<file path="config.mk">
export PLATFORM = sky130hd
export DESIGN_NAME = corrk4_ctrl
export DESIGN_NICKNAME = d
export VERILOG_FILES = /design/src/corrk4_pkg.sv /design/src/corrk4_ctrl.sv
export SDC_FILE = /design/constraint.sdc
export NUM_CORES = 1
export LEC_CHECK = 0
export ABC_CLOCK_PERIOD_IN_PS = 2500
export BUFFER_PORTS_ARGS = -buffer_cell sky130_fd_sc_hd__buf_2
export CORE_ASPECT_RATIO = 1.25
export CORE_MARGIN = 2
export CORE_UTILIZATION = 54
export CTS_BUF_LIST = sky130_fd_sc_hd__clkbuf_16
export CTS_CLUSTER_DIAMETER = 80
export DETAILED_ROUTE_END_ITERATION = 8
export GPL_ROUTABILITY_DRIVEN = 0
export PLACE_DENSITY = 0.78
export SYNTH_ARGS = -nofsm -noshare
export SYNTH_HDL_FRONTEND = slang
export SYNTH_SLANG_ARGS = --single-unit
</file>
<file path="constraint.sdc">
create_clock -name clk -period 2.5 [get_ports clk]
set_clock_uncertainty 0.15 [all_clocks]
set_input_delay 0.5 -clock clk [delete_from_list [all_inputs] [get_ports clk]]
set_output_delay 0.5 -clock clk [all_outputs]
set_load 0.05 [all_outputs]
</file>
<file path="src/corrk4_pkg.sv">
`timescale 1ns / 1ps
package corrk4_pkg;

  // Default sizes of the ring and of the tanh table.
  localparam int N_OSC_DEF        = 8;
  localparam int TANH_ENTRIES_DEF = 256;

  // Field widths.
  localparam int IDX_W   = 6;
  localparam int PHASE_W = 32;
  localparam int RATE_W  = 24;
  localparam int STEP_W  = 20;
  localparam int TANH_W  = 22;
  localparam int SUM_W   = 32;
  localparam int SLOPE_W = 26;

  localparam logic [STEP_W-1:0] STEP_RESET = 20'd17476;

  // Opcodes of an input transaction.
  localparam logic OPC_LOAD = 1'b0;
  localparam logic OPC_STEP = 1'b1;

  // Runge-Kutta stage numbers.
  localparam logic [1:0] STAGE_K1 = 2'd0;
  localparam logic [1:0] STAGE_K2 = 2'd1;
  localparam logic [1:0] STAGE_K3 = 2'd2;
  localparam logic [1:0] STAGE_K4 = 2'd3;

  typedef struct packed {
    logic                      opcode;
    logic [IDX_W-1:0]          oscillator_index;
    logic signed [PHASE_W-1:0] phase_value;
    logic signed [RATE_W-1:0]  natural_rate;
    logic signed [RATE_W-1:0]  coupling_gain;
  } in_item_t;

  typedef struct packed {
    logic [IDX_W-1:0]          result_index;
    logic signed [PHASE_W-1:0] result_phase;
    logic                      last_of_run;
  } out_item_t;

  // Datapath operations issued by the controller, one per cycle.
  typedef enum logic [3:0] {
    OP_NOP, OP_LOAD, OP_PRE, OP_CAP, OP_RD, OP_TANH, OP_MUL1, OP_SLOPE,
    OP_MUL2, OP_UPD, OP_FRD, OP_FMUL, OP_FDIV, OP_FOUT
  } dp_op_t;

  typedef struct packed {
    dp_op_t           op;
    logic [IDX_W-1:0] idx;
    logic [IDX_W-1:0] idx_nx;
    logic             last;
    logic [1:0]       stage;
  } cmd_t;

  // Tanh of a Q.20 argument, worked out at elaboration for the table.
  function automatic logic signed [TANH_W-1:0] tanh_fixed(input longint x);
    logic [63:0] t;
    logic [63:0] one;
    logic [63:0] v;
    logic [63:0] v2;
    logic [63:0] v3;
    logic [63:0] v4;
    logic [63:0] e;
    logic [63:0] den;
    logic [63:0] num;
    logic [63:0] rem;
    logic [63:0] quo;
    t   = (x < 0) ? 64'(-x) : 64'(x);
    one = 64'd1 << 30;
    v   = (t << 1) << 4;
    v2  = (v * v) >> 30;
    v3  = (v2 * v) >> 30;
    v4  = (v3 * v) >> 30;
    e   = one - v + v2 / 2 - v3 / 6 + v4 / 24;
    for (int k = 0; k < 6; k++) e = (e * e) >> 30;
    den = one + e;
    num = ((one - e) << 20) + (den >> 1);
    // Restoring long division.
    rem = '0;
    quo = '0;
    for (int b = 63; b >= 0; b--) begin
      rem = {rem[62:0], num[b]};
      if (rem >= den) begin
        rem    = rem - den;
        quo[b] = 1'b1;
      end
    end
    return (x < 0) ? -$signed(quo[TANH_W-1:0]) : $signed(quo[TANH_W-1:0]);
  endfunction

endpackage

</file>
<file path="src/corrk4_ctrl.sv">
`timescale 1ns / 1ps
module corrk4_ctrl #(
  parameter int N_OSC = corrk4_pkg::N_OSC_DEF
) (
  input  logic              clk,
  input  logic              rst_n,
  input  logic              start,
  input  logic              opcode,
  output logic              busy,
  output corrk4_pkg::cmd_t  cmd
);
  import corrk4_pkg::*;

  typedef enum logic [12:0] {
    S_IDLE  = 13'b0000000000001,
    S_PRE   = 13'b0000000000010,
    S_CAP   = 13'b0000000000100,
    S_RD    = 13'b0000000001000,
    S_TANH  = 13'b0000000010000,
    S_MUL1  = 13'b0000000100000,
    S_SLOPE = 13'b0000001000000,
    S_MUL2  = 13'b0000010000000,
    S_UPD   = 13'b0000100000000,
    S_FRD   = 13'b0001000000000,
    S_FMUL  = 13'b0010000000000,
    S_FDIV  = 13'b0100000000000,
    S_FOUT  = 13'b1000000000000
  } state_t;

  state_t           state_r, state_nxt;
  logic [IDX_W-1:0] idx_r, idx_nxt;
  logic [1:0]       stage_r, stage_nxt;
  logic             last;

  assign last = (idx_r == IDX_W'(N_OSC - 1));
  assign busy = (state_r != S_IDLE);

  // Sequencing of stages, oscillators and the final update pass.
  always_comb begin
    state_nxt = state_r;
    idx_nxt   = idx_r;
    stage_nxt = stage_r;
    unique case (state_r)
      S_IDLE: begin
        if (start && (opcode == OPC_STEP)) begin
          state_nxt = S_PRE;
          idx_nxt   = '0;
          stage_nxt = STAGE_K1;
        end
      end
      S_PRE:   state_nxt = S_CAP;
      S_CAP:   state_nxt = S_RD;
      S_RD:    state_nxt = S_TANH;
      S_TANH:  state_nxt = S_MUL1;
      S_MUL1:  state_nxt = S_SLOPE;
      S_SLOPE: state_nxt = S_MUL2;
      S_MUL2:  state_nxt = S_UPD;
      S_UPD: begin
        idx_nxt = last ? '0 : idx_r + 1'b1;
        if (!last) begin
          state_nxt = S_RD;
        end else if (stage_r == STAGE_K4) begin
          state_nxt = S_FRD;
        end else begin
          state_nxt = S_PRE;
          stage_nxt = stage_r + 1'b1;
        end
      end
      S_FRD:  state_nxt = S_FMUL;
      S_FMUL: state_nxt = S_FDIV;
      S_FDIV: state_nxt = S_FOUT;
      S_FOUT: begin
        idx_nxt   = last ? '0 : idx_r + 1'b1;
        state_nxt = last ? S_IDLE : S_FRD;
      end
      default: state_nxt = S_IDLE;
    endcase
  end

  always_ff @(posedge clk) begin
    if (!rst_n) begin
      state_r <= S_IDLE;
      idx_r   <= '0;
      stage_r <= STAGE_K1;
    end else begin
      state_r <= state_nxt;
      idx_r   <= idx_nxt;
      stage_r <= stage_nxt;
    end
  end

  // Command to the datapath.
  always_comb begin
    cmd.idx    = idx_r;
    cmd.idx_nx = last ? '0 : idx_r + 1'b1;
    cmd.last   = last;
    cmd.stage  = stage_r;
    unique case (state_r)
      S_IDLE:  cmd.op = (start && (opcode == OPC_LOAD)) ? OP_LOAD : OP_NOP;
      S_PRE:   cmd.op = OP_PRE;
      S_CAP:   cmd.op = OP_CAP;
      S_RD:    cmd.op = OP_RD;
      S_TANH:  cmd.op = OP_TANH;
      S_MUL1:  cmd.op = OP_MUL1;
      S_SLOPE: cmd.op = OP_SLOPE;
      S_MUL2:  cmd.op = OP_MUL2;
      S_UPD:   cmd.op = OP_UPD;
      S_FRD:   cmd.op = OP_FRD;
      S_FMUL:  cmd.op = OP_FMUL;
      S_FDIV:  cmd.op = OP_FDIV;
      S_FOUT:  cmd.op = OP_FOUT;
      default: cmd.op = OP_NOP;
    endcase
  end

  // The step pass always returns to the first oscillator at a stage boundary.
  a_stage_wrap: assert property (@(posedge clk) disable iff (!rst_n)
    (state_r == S_PRE) |-> (idx_r == '0))
    else $error("stage started away from oscillator zero");
  a_fout_seq: assert property (@(posedge clk) disable iff (!rst_n)
    (state_r == S_FOUT) |-> ($past(state_r) == S_FDIV))
    else $error("final write without division");
  a_idle_done: assert property (@(posedge clk) disable iff (!rst_n)
    (state_r == S_FOUT && last) |=> (state_r == S_IDLE))
    else $error("controller did not return to idle after the last result");

endmodule

</file>
==> metrics.cfg, run 1 <==
[setup_path]
cp-end-kind = primary output
arrival_ns = 1.86
r2r_start = state_r[0]
crit_path_start = state_r[2]
path_class = reg2out
ff2ff_path_depth = 7
slowest_delay_ns = 0.37
cp_cell_sequence = nor4b_2 -> buf_4 -> nand4_4 -> o32a_1 -> o311ai_2 -> buf_6
slowest_stage = dfxtp_2
crit_fanout = 6
start_kind = register
crit-reg2reg-capture = idx_r[2]
reg2reg_setup_slack_ns = 0.40
required_ns = 1.85
endpoint = cmd[15]

[timing]
fmaxAchievable_mhz = 398
layout_setup_ws_ns = -0.0133
hold_viol = 0
setup_violations = 1
rsz0062_at_grt = yes
slew_headroom = 0.677
period_needed_ns = 2.51
slew_violations = 0
worstMarginPinSlew_ns = 0.485
finalCritPeriodShare = 1.01

[floorplanning]
io_pins = 24
rows = 19
coreArea_mm2 = 0.00223
chipHeight_um = 58.8
dieArea_mm2 = 0.00282
start_util = 0.581
die_x_um = 47.9

[clock_network]
insertion_delay_ns = 0.26
clk_pin_slew_ns = 0.06
clock_sinks = 21
htreeDepth = 1
cts_buffers = 3
ctsRootBufferMaster = clkbuf_16
cts_tree = built
cts.path.max_buffers = 2
ctsHoldBuffers = 0

[synthesis]
ys_warn_count = 0
netlist_instances = 148
synth_cell_types = 49
syn-num-nets = 154
syn_area_mm2 = 0.00130
syn_avg_cell_area_um2 = 8.78
ys_ff_latch = 21
ys_seq_area_frac = 0.324

[grt]
grt_max_degree = 13
track_usage = 0.261
grt_first_pass_wirelength_um = 5240
grt_pass1_vias = 1237
antenna_found_initial = 0
overflow = 0

[status]
violations = setup timing
status = finished, violations left

[power]
vdd_ir_drop_max_uv = 535
powerDensity_mw_per_mm2 = 593
p_leak_nw = 0.727
p_total_mw = 1.01

[route]
drc = 0
drt_first_iter_violations = 38
ant_nets = 0
vias = 1344
via_per_inst = 6.25
wl_um = 3680
wl_per_cell_um = 17.1
first_pass_iters = 4

[flow_run]
max_cap_viol_count = 0

[final_layout]
antenna_cells = 0
nFillCells = 173
fin_util = 0.763
regArea_um2 = 427
drive_gt1_frac = 0.391
multiInputGateArea_um2 = 863
syn_to_final_growth_pct = 31.2
nNetsFinal = 191

[place]
pre_cts_slack_ns = 0.213
portBuffers = 23
place_hpwl_um = 2460

[hold_path]
hold_path_class = reg2reg

==> logic make-up (layout without fill, tap and decap cells) <==
| group | count (synthesis) | after routing | share of synthesized area |
|---|---|---|---|
| xor+xnor | 9 | 9 | 0.0607 |
| compound gates | 28 | 28 | 0.180 |
| flops | 21 | 21 | 0.324 |
| buf+inv | 15 | 51 | 0.0597 |
| simple gates | 73 | 73 | 0.356 |
| fa+ha+maj | 2 | 2 | 0.0193 |
==> critical path, delay by kind of cell, from the launching register on <==
| kind | cells | cell delay [ns] |
|---|---|---|
| buf+inv | 2 | 0.38 |
| flops | 1 | 0.37 |
| compound gates | 2 | 0.41 |
| simple gates | 2 | 0.44 |
==> state kept, by name (all words and copies together), names as in the netlist <==
signal / count
idx_r: 6
state_r: 13
stage_r: 2
==> through the flow <==
step | instance area [µm²] | setup TNS, ns | instances | hold slack (ns)
detailed placement | 1520 | 0 | 204 | 0.403
finish | 1700 | -0.0133 | 215 | 0.409
global placement | 1520 | 0 | 204 | 0.374
global route | 1700 | -0.0669 | 215 | 0.442
floorplan | 1330 | -0.132 | 148 | 0.375
CTS | 1610 | 0 | 208 | 0.410
==> power by group <==
part / internal (mW) / leakage, nW / switching (mW) / total [mW]
Clock: 0.215 / 0.0409 / 0.132 / 0.347
Combinational: 0.127 / 0.515 / 0.172 / 0.300
Sequential: 0.346 / 0.171 / 0.0179 / 0.364
==> cells in the mapped netlist, drive strengths merged <==
| cell type | count | area (µm²) |
|---|---|---|
| o32a | 1 | 10.0 |
| or2 | 1 | 6.26 |
| nand4b | 1 | 8.76 |
| nor4bb | 1 | 10.0 |
| nand2b | 4 | 25.0 |
| a22o | 5 | 43.8 |
| o32ai | 2 | 17.5 |
| o211ai | 3 | 22.5 |
| o22a | 3 | 26.3 |
| a21o | 1 | 7.51 |
| and2 | 1 | 6.26 |
| and3 | 1 | 6.26 |
| xor2 | 3 | 26.3 |
| nor3b | 1 | 7.51 |
| nor4 | 5 | 52.6 |
| nor4b | 4 | 35.0 |
| clkbuf | 4 | 15.0 |
| nand4 | 8 | 65.1 |
| or3 | 1 | 6.26 |
| nor2b | 5 | 31.3 |
| buf | 6 | 43.8 |
| dfxtp | 21 | 420 |
| ha | 2 | 25.0 |
| nor3 | 8 | 56.3 |
| a211oi | 1 | 7.51 |
| o21a | 1 | 7.51 |
| o221a | 2 | 31.3 |
| inv | 5 | 18.8 |
| and4b | 1 | 10.0 |
| nor2 | 14 | 52.6 |
| o31ai | 1 | 7.51 |
| nand3 | 12 | 65.1 |
| a21oi | 1 | 5.00 |
| o21ai | 5 | 28.8 |
| a221o | 1 | 10.0 |
| o311ai | 1 | 8.76 |
| nand2 | 5 | 18.8 |
| xnor2 | 6 | 52.6 |
==> placed cells by master, fill, tap and decap left out, drive strengths merged, types with 2 or more instances in the layout <==
cell	instances
a22o	5
buf	39
clkbuf	5
dfxtp	21
ha	2
inv	5
nand2	5
nand2b	4
nand3	12
nand4	8
nor2	14
nor2b	5
nor3	8
nor4	5
nor4b	4
o211ai	3
o21ai	5
o221a	2
o22a	3
o32ai	2
xnor2	6
xor2	3
==> metal layers <==
metal,vias up,global-route usage,part of all wire
met1,636,0.291,0.39
met2,57,0.453,0.52
li1,636,-,-
met5,-,0,0
met3,15,0.0429,0.054
met4,0,0.131,0.034
==> repair_timing <==
action	in CTS	in global routing
setup buffers	0	5
pin swaps	0	3
endpoints found under the setup margin	3	6
cloned	0	2
resized for setup	4	14
==> cell type report <==
| type | count | area share |
|---|---|---|
| clock inverters | 1 | 0.00294 |
| well taps | 31 | 0.0228 |
| multi-input cells | 112 | 0.507 |
| clock buffers | 3 | 0.0441 |
| inverters | 5 | 0.0110 |
| flip-flops and latches | 21 | 0.250 |
| repair buffers | 42 | 0.162 |
==> worst min path at each step <==
| stage | cells after the start | startpoint | end | slack (ns) |
|---|---|---|---|---|
| floorplan | 2 | state_r[4] | state_r[6] | 0.38 |
| global placement | 2 | stage_r[1] | stage_r[1] | 0.37 |
| detailed placement | 1 | idx_r[1] | idx_r[1] | 0.40 |
| CTS | 2 | stage_r[0] | stage_r[0] | 0.41 |
| global route | 1 | idx_r[0] | idx_r[0] | 0.44 |
| finish | 1 | idx_r[1] | idx_r[1] | 0.41 |
Note: power is estimated with default switching activity, not from simulation.
==> run 2, diff against run 1 <==
--- a/config.mk
+++ b/config.mk
@@ -14,6 +14,7 @@
 export CTS_CLUSTER_DIAMETER = 80
 export DETAILED_ROUTE_END_ITERATION = 8
 export GPL_ROUTABILITY_DRIVEN = 0
+export MAX_ROUTING_LAYER = met4
 export PLACE_DENSITY = 0.78
 export SYNTH_ARGS = -nofsm -noshare
 export SYNTH_HDL_FRONTEND = slang
==> run 2 against run 1 <==
  * Core utilization unchanged
  * Largest cell class unchanged
  * Sequential share of layout area unchanged
  * Non-clock buffer count unchanged
  * Clock-buffer cell count unchanged
  * Clock power about the same
  * Flip-flop and latch count unchanged
  * Cell area unchanged
  * Critical endpoint unchanged
  * The run still ends with setup timing left
  * Highest routed layer unchanged
  * Power down 0.11%
  * Global-route usage up 0.78 points
  * Worst hold slack about the same
  * Register-to-register slack about the same
  * Largest power group unchanged
  * Combinational power about the same
==> metrics.cfg, run 2 (synthesized netlist as in run 1, its figures left out) <==
[status]
status = finished, violations left
violations = setup timing

[hold_path]
worst_hold_path.num_cells = 2
hold_path_class = reg2reg

[setup_path]
cp-end-kind = primary output
arrival_ns = 1.86
cp_num_cells = 6
path_class = reg2out
cp.buffers_inverters = 2
slowest_delay_ns = 0.36
start_kind = register
crit_family = simple AND/OR/NAND/NOR gates
ff2ff_path_depth = 7
slowest_stage = dfxtp_2
crit_fanout = 6
required_ns = 1.85
cp_cell_sequence = nor4b_2 -> buf_4 -> nand4_4 -> o32a_1 -> o311ai_2 -> buf_6

[floorplanning]
io_pins = 24
chipHeight_um = 58.8
rows = 19
start_util = 0.581
die_x_um = 47.9
coreArea_mm2 = 0.00223
dieArea_mm2 = 0.00282

[timing]
hold_viol = 0
rsz0062_at_grt = yes
slew_headroom = 0.683
layout_setup_ws_ns = -0.00617
slew_violations = 0
finalCritPeriodShare = 1.00
setup_violations = 1
period_needed_ns = 2.51
fmaxAchievable_mhz = 399
worstMarginPinSlew_ns = 0.475
hold_slack_ns = 0.409

[grt]
antenna_found_initial = 0
overflow = 0
grt_first_pass_wirelength_um = 5250
grt_max_degree = 13
track_usage = 0.269
grt_pass1_vias = 1237

[power]
vdd_ir_drop_max_uv = 535
p_leak_nw = 0.727
p_total_mw = 1.01
powerDensity_mw_per_mm2 = 593

[place]
place_hpwl_um = 2460
place_area_mm2 = 0.00152
placed_cells = 204
portBuffers = 23
pre_cts_slack_ns = 0.213

[route]
wl_um = 3690
drc = 0
vias = 1349
via_per_inst = 6.27
drt_first_iter_violations = 37
ant_nets = 0
wl_per_cell_um = 17.2
first_pass_iters = 4

[final_layout]
mostFrequentLayoutCells = buf_2 (20), buf_4 (17), dfxtp_1 (16), nor2_1 (12), nand3_1 (10)
syn_to_final_growth_pct = 31.2
largest_register_ffs = 13
biggestRegsByFlops = state_r: 13 flops, idx_r: 6 flops, stage_r: 2 flops
final_cells = 215
top_register = state_r
final_area_mm2 = 0.00170
nNetsFinal = 191
drive_gt1_frac = 0.391
final_common_cell = buf_2
antenna_cells = 0

[clock_network]
cts.path.max_buffers = 2
ctsRootBufferMaster = clkbuf_16
insertion_delay_ns = 0.26
ctsHoldBuffers = 0
cts_buffers = 3
clk_pin_slew_ns = 0.06
cts_tree = built
htreeDepth = 1
clock_sinks = 21

[flow_run]
max_cap_viol_count = 0

[run 2: stage by stage]
step	setup TNS [ns]	utilization
final	-0.00617	0.763
after detailed placement	0	0.678
after floorplan	-0.132	-
after CTS	0	0.721
after global placement	0	0.678
after global routing	-0.0781	0.763
[run 2: layout make-up]
cell class	count	area, µm²
multi-input combinational	112	863
fill	173	531
sequential	21	427
timing repair buffer	42	277
clock buffer	3	75.1
tap	31	38.8
inverter	5	18.8
clock inverter	1	5.00
[run 2: final timing paths]
check | from | end | slack (ns)
hold / removal | stage_r[0] | stage_r[0] | 0.41
hold reg to reg | stage_r[0] | stage_r[0] | 0.41
setup reg to reg | state_r[0] | idx_r[2] | 0.40
setup / recovery | state_r[2] | cmd[15] | -0.006
[run 2: where the power goes]
| group | internal (mW) | switching, mW |
|---|---|---|
| Clock | 0.215 | 0.132 |
| Sequential | 0.346 | 0.0178 |
| Combinational | 0.127 | 0.172 |
[run 2: layer usage]
layer	GRT usage	vias up	wire length, µm
met5	-	-	0
met4	0.131	0	184
met3	0.0429	21	201
met2	0.453	53	1890
met1	0.293	643	1420
li1	-	632	-
[run 2: timing repair]
action                                  4_1_cts  5_1_grt
resized for setup                             4       14
setup buffers                                 0        5
pin swaps                                     0        3
endpoints found under the setup margin        3        6
endpoints found under the hold margin         0        0
gates cloned                                  0        2
[run 2: worst min-delay path, stage by stage (launching register included)]
cell and delay, ns:
dfxtp_1 0.33, o211ai_1 0.09, o32ai_1 0.08
